### src/design/vmbms_pkg.sv
// ----------------------------------------------------------------------------
// vmbms_pkg
// Types and constants for the video mode best match selector.
// ----------------------------------------------------------------------------
package vmbms_pkg;

	// Descriptor constants
	localparam logic [15:0] MODE_END       = 16'hFFFF;
	localparam logic [15:0] ATTR_SUPPORTED = 16'h0001;
	localparam logic [15:0] ATTR_LFB       = 16'h0090;
	localparam logic [7:0]  MODEL_DIRECT   = 8'd6;

	// Register reset values
	localparam logic [15:0] WANTED_WIDTH_RST  = 16'd1024;
	localparam logic [15:0] WANTED_HEIGHT_RST = 16'd768;
	localparam logic [7:0]  WANTED_DEPTH_RST  = 8'd32;
	localparam logic [31:0] WANTED_PIXELS_RST = 32'd786432;

	// Tracking state reset values
	localparam logic [31:0] PIX_DIST_RST = 32'hFFFF_FFFF;
	localparam logic [7:0]  DEP_DIST_RST = 8'hFF;

	// Configuration port widths
	localparam int CFG_IDX_W  = 2;
	localparam int CFG_DATA_W = 16;

	typedef enum logic [CFG_IDX_W-1:0] {
		REG_WANTED_WIDTH  = 2'd0,
		REG_WANTED_HEIGHT = 2'd1,
		REG_WANTED_DEPTH  = 2'd2
	} vmbms_reg_t;

	// Input request payload
	typedef struct packed {
		logic [15:0] mode_number;
		logic        info_valid;
		logic [15:0] mode_attributes;
		logic [7:0]  memory_model;
		logic [15:0] res_x;
		logic [15:0] res_y;
		logic [7:0]  depth_bits;
	} vmbms_in_t;

	// Result payload
	typedef struct packed {
		logic        found;
		logic [15:0] best_mode;
		logic        exact;
	} vmbms_out_t;

	// Targets derived from the configuration registers
	typedef struct packed {
		logic [31:0] wanted_pixels;
		logic [7:0]  wanted_depth;
	} vmbms_cfg_t;

	// Qualified descriptor handed from the prepare stage to the selector
	typedef struct packed {
		logic        valid;
		logic        term;
		logic        cand;
		logic [15:0] mode;
		logic [31:0] pixels;
		logic [7:0]  dep_dist;
	} vmbms_cand_t;

endpackage

### src/design/vmbms_cfg.sv
// ----------------------------------------------------------------------------
// vmbms_cfg
// Configuration registers and the registered wanted pixel count.
// ----------------------------------------------------------------------------
module vmbms_cfg (
	input  logic                                clk,
	input  logic                                arst_n,
	input  logic                                cfg_we,
	input  logic [vmbms_pkg::CFG_IDX_W-1:0]     cfg_index,
	input  logic [vmbms_pkg::CFG_DATA_W-1:0]    cfg_wdata,
	output vmbms_pkg::vmbms_cfg_t               cfg
);

	logic [15:0] width_q;
	logic [15:0] height_q;
	logic [7:0]  depth_q;
	logic [31:0] pixels_q;

	// Register writes; the product is formed from the value being written
	always_ff @(posedge clk or negedge arst_n) begin
		if (!arst_n) begin
			width_q  <= vmbms_pkg::WANTED_WIDTH_RST;
			height_q <= vmbms_pkg::WANTED_HEIGHT_RST;
			depth_q  <= vmbms_pkg::WANTED_DEPTH_RST;
			pixels_q <= vmbms_pkg::WANTED_PIXELS_RST;
		end else if (cfg_we) begin
			case (cfg_index)
				vmbms_pkg::REG_WANTED_WIDTH: begin
					width_q  <= cfg_wdata;
					pixels_q <= 32'(cfg_wdata) * 32'(height_q);
				end
				vmbms_pkg::REG_WANTED_HEIGHT: begin
					height_q <= cfg_wdata;
					pixels_q <= 32'(width_q) * 32'(cfg_wdata);
				end
				vmbms_pkg::REG_WANTED_DEPTH: begin
					depth_q <= cfg_wdata[7:0];
				end
				default: begin
					// unused index: write dropped
				end
			endcase
		end
	end

	assign cfg.wanted_pixels = pixels_q;
	assign cfg.wanted_depth  = depth_q;

endmodule

### src/design/vmbms_prep.sv
// ----------------------------------------------------------------------------
// vmbms_prep
// Input register, descriptor qualification, pixel count and depth distance.
// ----------------------------------------------------------------------------
module vmbms_prep (
	input  logic                   clk,
	input  logic                   arst_n,
	input  logic                   advance,
	input  logic                   in_valid,
	input  vmbms_pkg::vmbms_in_t   in_data,
	input  vmbms_pkg::vmbms_cfg_t  cfg,
	output vmbms_pkg::vmbms_cand_t cand_s2
);

	logic                 valid_s1;
	vmbms_pkg::vmbms_in_t item_s1;
	logic                 valid_s2;
	logic                 term_s2;
	logic                 cand_ok_s2;
	logic [15:0]          mode_s2;
	logic [31:0]          pixels_s2;
	logic [7:0]           dep_dist_s2;

	logic       term;
	logic       cand_ok;
	logic [7:0] dep_dist;

	// Stage 1: capture the accepted request
	always_ff @(posedge clk or negedge arst_n) begin
		if (!arst_n) begin
			valid_s1 <= 1'b0;
		end else if (advance) begin
			valid_s1 <= in_valid;
		end
	end

	always_ff @(posedge clk) begin
		if (advance && in_valid) begin
			item_s1 <= in_data;
		end
	end

	// Qualification and depth distance
	always_comb begin
		term    = (item_s1.mode_number == vmbms_pkg::MODE_END);
		cand_ok = item_s1.info_valid
			&& ((item_s1.mode_attributes & vmbms_pkg::ATTR_SUPPORTED)
				== vmbms_pkg::ATTR_SUPPORTED)
			&& ((item_s1.mode_attributes & vmbms_pkg::ATTR_LFB) == vmbms_pkg::ATTR_LFB)
			&& (item_s1.memory_model == vmbms_pkg::MODEL_DIRECT);
		if (item_s1.depth_bits > cfg.wanted_depth) begin
			dep_dist = item_s1.depth_bits - cfg.wanted_depth;
		end else begin
			dep_dist = cfg.wanted_depth - item_s1.depth_bits;
		end
	end

	// Stage 2: registered product and flags
	always_ff @(posedge clk or negedge arst_n) begin
		if (!arst_n) begin
			valid_s2 <= 1'b0;
		end else if (advance) begin
			valid_s2 <= valid_s1;
		end
	end

	always_ff @(posedge clk) begin
		if (advance && valid_s1) begin
			term_s2     <= term;
			cand_ok_s2  <= cand_ok;
			mode_s2     <= item_s1.mode_number;
			pixels_s2   <= 32'(item_s1.res_x) * 32'(item_s1.res_y);
			dep_dist_s2 <= dep_dist;
		end
	end

	assign cand_s2.valid    = valid_s2;
	assign cand_s2.term     = term_s2;
	assign cand_s2.cand     = cand_ok_s2;
	assign cand_s2.mode     = mode_s2;
	assign cand_s2.pixels   = pixels_s2;
	assign cand_s2.dep_dist = dep_dist_s2;

endmodule

### src/design/vmbms_select.sv
// ----------------------------------------------------------------------------
// vmbms_select
// Best-match tracking state and the result register.
// ----------------------------------------------------------------------------
module vmbms_select (
	input  logic                   clk,
	input  logic                   arst_n,
	input  logic                   advance,
	input  vmbms_pkg::vmbms_cand_t cand_s2,
	input  vmbms_pkg::vmbms_cfg_t  cfg,
	output logic                   out_valid,
	output vmbms_pkg::vmbms_out_t  out_data
);

	logic [15:0] best_mode_q;
	logic [31:0] best_pix_q;
	logic [7:0]  best_dep_q;
	logic        skip_q;
	logic        out_valid_q;
	vmbms_pkg::vmbms_out_t out_q;

	logic [31:0] pix_dist;
	logic        better;
	logic        perfect;

	// Pixel distance and comparison against the current best
	always_comb begin
		if (cand_s2.pixels > cfg.wanted_pixels) begin
			pix_dist = cand_s2.pixels - cfg.wanted_pixels;
		end else begin
			pix_dist = cfg.wanted_pixels - cand_s2.pixels;
		end
		better  = (pix_dist < best_pix_q)
			|| ((pix_dist == best_pix_q) && (cand_s2.dep_dist < best_dep_q));
		perfect = (pix_dist == 32'd0) && (cand_s2.dep_dist == 8'd0);
	end

	// Tracking state and result register
	always_ff @(posedge clk or negedge arst_n) begin
		if (!arst_n) begin
			best_mode_q <= 16'd0;
			best_pix_q  <= vmbms_pkg::PIX_DIST_RST;
			best_dep_q  <= vmbms_pkg::DEP_DIST_RST;
			skip_q      <= 1'b0;
			out_valid_q <= 1'b0;
		end else if (advance) begin
			out_valid_q <= 1'b0;
			if (cand_s2.valid) begin
				if (cand_s2.term) begin
					// end of list: report unless already reported, then clear
					out_valid_q <= !skip_q;
					best_mode_q <= 16'd0;
					best_pix_q  <= vmbms_pkg::PIX_DIST_RST;
					best_dep_q  <= vmbms_pkg::DEP_DIST_RST;
					skip_q      <= 1'b0;
				end else if (!skip_q && cand_s2.cand && better) begin
					best_mode_q <= cand_s2.mode;
					best_pix_q  <= pix_dist;
					best_dep_q  <= cand_s2.dep_dist;
					if (perfect) begin
						skip_q      <= 1'b1;
						out_valid_q <= 1'b1;
					end
				end
			end
		end
	end

	// Result payload
	always_ff @(posedge clk) begin
		if (advance && cand_s2.valid) begin
			if (cand_s2.term) begin
				out_q.found     <= (best_mode_q != 16'd0);
				out_q.best_mode <= best_mode_q;
				out_q.exact     <= 1'b0;
			end else begin
				out_q.found     <= (cand_s2.mode != 16'd0);
				out_q.best_mode <= cand_s2.mode;
				out_q.exact     <= 1'b1;
			end
		end
	end

	assign out_valid = out_valid_q;
	assign out_data  = out_q;

endmodule

### src/design/video_mode_best_match_selector_unit.sv
// ----------------------------------------------------------------------------
// video_mode_best_match_selector_unit
// Picks the display mode closest to a wanted width, height and depth.
// ----------------------------------------------------------------------------
// Usage:
//   Mode descriptors arrive one request at a time on the input channel
//   (in_valid / in_stall / in_data); mode 0xFFFF ends the list. The output
//   channel (out_valid / out_stall / out_data) carries at most one result per
//   descriptor: on a perfect match, and on the end marker unless a perfect
//   match was already reported for that list.
//   The request is captured in the input register, the product and flags
//   are registered, and the compare and update reach the result register,
//   which drives out_valid. One descriptor is taken every cycle while no
//   result is held back by out_stall; the best-match state is updated as
//   each descriptor passes, so lists of any length stream without gaps.
//   The wanted width, height and depth are written through cfg_we,
//   cfg_index and cfg_wdata while no list is in flight; the wanted pixel
//   count is registered at the write.
//   Reset restores the register defaults (1024 x 768, 32 bpp), clears the
//   best-match state and empties the pipeline.
//   While a result waits with out_stall high the whole pipeline holds and
//   in_stall is raised; otherwise new requests are taken as results leave.
// ----------------------------------------------------------------------------
module video_mode_best_match_selector_unit (
	input  logic                             clk,
	input  logic                             arst_n,
	input  logic                             in_valid,
	output logic                             in_stall,
	input  vmbms_pkg::vmbms_in_t             in_data,
	output logic                             out_valid,
	input  logic                             out_stall,
	output vmbms_pkg::vmbms_out_t            out_data,
	input  logic                             cfg_we,
	input  logic [vmbms_pkg::CFG_IDX_W-1:0]  cfg_index,
	input  logic [vmbms_pkg::CFG_DATA_W-1:0] cfg_wdata
);

	vmbms_pkg::vmbms_cfg_t  cfg;
	vmbms_pkg::vmbms_cand_t cand_s2;
	logic                   advance;

	// Pipeline moves unless a waiting result is held back
	assign advance  = !(out_valid && out_stall);
	assign in_stall = !advance;

	vmbms_cfg u_cfg (
		.clk       (clk),
		.arst_n    (arst_n),
		.cfg_we    (cfg_we),
		.cfg_index (cfg_index),
		.cfg_wdata (cfg_wdata),
		.cfg       (cfg)
	);

	vmbms_prep u_prep (
		.clk     (clk),
		.arst_n  (arst_n),
		.advance (advance),
		.in_valid(in_valid),
		.in_data (in_data),
		.cfg     (cfg),
		.cand_s2 (cand_s2)
	);

	vmbms_select u_select (
		.clk      (clk),
		.arst_n   (arst_n),
		.advance  (advance),
		.cand_s2  (cand_s2),
		.cfg      (cfg),
		.out_valid(out_valid),
		.out_data (out_data)
	);

endmodule

### config.mk
export PLATFORM = sky130hd
export DESIGN_NAME = video_mode_best_match_selector_unit
export DESIGN_NICKNAME = d
export VERILOG_FILES = /design/src/design/vmbms_pkg.sv /design/src/design/vmbms_cfg.sv /design/src/design/vmbms_prep.sv /design/src/design/vmbms_select.sv /design/src/design/video_mode_best_match_selector_unit.sv
export SDC_FILE = /design/constraint.sdc
export NUM_CORES = 2
export LEC_CHECK = 0
export BUFFER_PORTS_ARGS = -buffer_cell sky130_fd_sc_hd__buf_4
export CAP_MARGIN = 20
export CORE_MARGIN = 8
export CORE_UTILIZATION = 60
export CTS_BUF_LIST = sky130_fd_sc_hd__clkbuf_16
export CTS_CLUSTER_DIAMETER = 60
export CTS_CLUSTER_SIZE = 30
export DETAILED_ROUTE_END_ITERATION = 6
export PLACE_DENSITY = 0.77
export REMOVE_ABC_BUFFERS = 1
export SETUP_SLACK_MARGIN = 0.15
export SYNTH_ARGS = -nofsm -noshare
export SYNTH_HDL_FRONTEND = slang
export SYNTH_SLANG_ARGS = --single-unit
### constraint.sdc
create_clock -name clk -period 12.33 [get_ports clk]
set_clock_uncertainty 0.05 [all_clocks]
set_input_delay 0.6165 -clock clk [delete_from_list [all_inputs] [get_ports clk]]
set_output_delay 0.6165 -clock clk [all_outputs]
set_load 0.01 [all_outputs]
==> summary.md <==
| Metric | Value |
|---|---|
| Status | complete, no violations |
| CTS tree | done |
| Clock transition at path regs | approximately 0.08 ns |
| Largest area contributor in the netlist | fa_1 |
| Clock root cell | clkbuf_16 |
| Worst EP arrival | ~7.7 ns |
| H-tree depth | 2 |
| Most frequent cell after synthesis | inv_1 |
| Period minus WS final | about 7.3 ns |
| Synth cell types | between 80 and 90 |
| Final Max Slew Viols | 0 |
| Slew headroom | 0.2314 |
| Pre-CTS WS | slightly below 5 ns |
| Avg Cell Area, Syn | approximately 9.2 sq um |
| Via count | roughly 30000 |
| Final Wtd Congestion | between 0.9 and 1 |
| Post-synth EDFFs | about 140 |
| Initial antenna violation count | 0 |
| Hold buffers post-CTS | 0 |
| Initial Util | 0.6057 |
| Post-DP HPWL | ~73000 um |
| FF-to-FF setup slack | 5.08 ns |
| Die Y | 276.2 um |
| Setup TNS Final | 0 ns |
| Overall Global Routing Usage | 0.2587 |
| Number of global-route vias before repair | 32210 |
| CP required | between 10 and 15 ns |
| Worst-Skew Late Latency | 0.59 ns |
| Cell area after layout | between 40000 and 50000 sq um |
| RSZ-0062 raised after global routing | false |
| WL final | around 97000 um |
| First-iteration detailed-routing DRC count | 2266 |
| Vias/cell | roughly 5.7 |
| Share of cells above drive strength 1 | 0.06664 |
| Ys flop type | edfxtp_1 |
| Async set or reset register ratio after synthesis | 0.4783 |
| Worst Tran Pin Value | around 1.1 ns |
| Final setup fails | 0 |
| Mapped Cells | 4395 |
| Fmax | between 100 and 150 MHz |
| Num CTS Buffers | 35 |
| Total gr overflow | 0 |
| Core area | approximately 67000 sq um |
| # nets final | about 5500 |
| WL/cell | approximately 18 um |
| Std-Cell Rows | 95 |
| Max FO, Critical Path | 17 |
| Area growth syn-to-layout | 6.356% |
| Sequential area share after synthesis | 0.1892 |
| Die area | around 76000 sq um |
| DRC viols | 0 |
| IO Count | 124 |
| N_diodes | 0 |
| Hold WS | about 0.094 ns |
| Most common library cells after synthesis | inv_1, fa_1, nand2_1 |
| Startpoint types | flop |
| Post-CTS sizing | 0 |
| PortBufs | 110 |
| Largest net degree at the start of global routing | a little under 100 |
| Critical path class | reg2reg |
| Post-Syn Area | between 40000 and 50000 sq um |
| Area share of the largest cell type after synthesis | 0.2889 |
| Post-CTS Setup Bufs | 0 |
| First-pass GRT wire length | around 160000 um |
| Pre-antenna DRT Iters | 6 |
| Routed Antenna Nets | 0 |
| Sink Count | between 200 and 300 |
| Final Hold Viols | 0 |
| Top cells by area, synth | fa_1, ha_1, edfxtp_1 |
| Hold Path Class | in2async |
| Worst setup margin | a little over 5 ns |
| Worst setup EP type | flop |
| Longest Clk Path Bufs | 3 |
| Fin crit share | 0.5881 |
| Flops & latches, synth | 276 |
| DP Area | 41920 sq um |
| Warnings from Yosys | 0 |
| Max cap viols | 0 |
| Fillers | roughly 5500 |
| Die W | ~280 um |
-- routing by layer --
| layer | routed length [um] | up-vias | GRT usage |
|---|---|---|---|
| met4 | 3493 | 0 | 0.09011 |
| li1 | - | 13880 | - |
| met3 | 6343 | 205 | 0.03799 |
| met1 | 40300 | 15140 | 0.3324 |
| met5 | 0 | - | 0 |
| met2 | 46840 | 1073 | 0.4455 |
-- per-stage QoR --
step,util,instances
after floorplan,-,4207
after global placement,0.6253,5206
after detailed placement,0.6253,5206
after CTS,0.6443,5270
after global routing,0.6443,5270
final,0.6443,5270
-- state kept, by name, summed over array words and instances, names as in the netlist, 8 cells and up --
name	count
u_prep.dep_dist_s2	8
u_cfg.pixels_q	32
u_cfg.width_q	16
u_select.best_mode_q	16
u_select.best_pix_q	32
u_cfg.height_q	16
u_prep.mode_s2	16
u_select.out_data	18
u_prep.item_s1	68
u_cfg.depth_q	8
u_prep.pixels_s2	32
u_select.best_dep_q	8
-- cell type report --
class                      count  area [sq um]  share of cell area
clock buffer                  35         875.8             0.02028
clock inverter                29         391.6            0.009067
sequential                   276          7685              0.1779
multi-input combinational   3096         29060              0.6729
timing repair buffer         126         949.7             0.02199
tap                          873          1092             0.02529
inverter                     835          3134             0.07257
-- worst paths after layout --
kind                                               start                        endpoint  depth (start not counted)
setup / recovery           u_cfg.height_q[1]$_DFFE_PN0P_  u_cfg.pixels_q[28]$_DFFE_PN0P_                         21
hold / removal                                    arst_n   u_cfg.width_q[11]$_DFFE_PN0P_                          1
setup reg to reg           u_cfg.height_q[1]$_DFFE_PN0P_  u_cfg.pixels_q[28]$_DFFE_PN0P_                         21
hold reg to reg             u_prep.item_s1[77]$_DFFE_PP_    u_prep.mode_s2[12]$_DFFE_PP_                          0
max in group asynchronous                         arst_n    u_cfg.depth_q[6]$_DFFE_PN0P_                          2
min in group clk                             in_data[66]    u_prep.item_s1[66]$_DFFE_PP_                          1
-- placed cells by master, fill, tap and decap left out, types with 6 or more instances in the layout --
cell       count
a211o_1        7
a211oi_1      28
a21boi_0       9
a21o_1        62
a21oi_1      177
a221oi_1       6
a31oi_1       17
and2_1       368
and3_1        12
buf_4        125
clkbuf_16     35
dfrtp_1       86
dfstp_2       46
edfxtp_1     144
fa_1         586
ha_1         429
inv_1        835
inv_6          7
mux2_2        26
mux2i_1       45
nand2_1      571
nand2b_1      16
nand3_1       27
nand4_1       32
nor2_1       106
nor2b_1       17
nor3_1        30
nor4_1        20
o211ai_1      16
o21a_1        32
o21ai_0      191
o21bai_1      30
o22ai_1        6
or3_1          7
xnor2_1       85
xor2_1        40
-- cells by family (layout without fill, tap and decap cells) --
| group | count (synthesis) | after routing | share of synthesized area |
|---|---|---|---|
| adder cells (fa/ha/maj) | 1015 | 1015 | 0.4211 |
| multiplexers | 72 | 72 | 0.01867 |
| flip-flops | 276 | 276 | 0.1892 |
| XOR/XNOR | 126 | 126 | 0.02736 |
| AND/OR/NAND/NOR | 1238 | 1238 | 0.1488 |
| buffers and inverters | 1023 | 1025 | 0.09554 |
| AO/OA/AOI/OAI | 645 | 645 | 0.09927 |
-- worst max-delay path, cell delays in order, from the launching register on --
cell      delay [ns]
dfrtp_1         0.83
nand2_1         0.17
fa_1            0.55
fa_1            0.58
fa_1            0.45
fa_1            0.56
inv_1           0.05
fa_1            0.48
inv_1           0.05
fa_1            0.48
inv_1           0.04
ha_1            0.30
and3_1          0.20
a22o_1          0.25
a311oi_1        0.42
nand2_1         0.24
a221oi_1        0.46
nand3_1         0.19
a31oi_1         0.24
xnor2_1         0.09
a21oi_1         0.36
a21oi_1         0.07
Power is left out: the tool's default activity adds up to more than one toggle a clock period on the data nets, which glitch-free logic cannot reach.
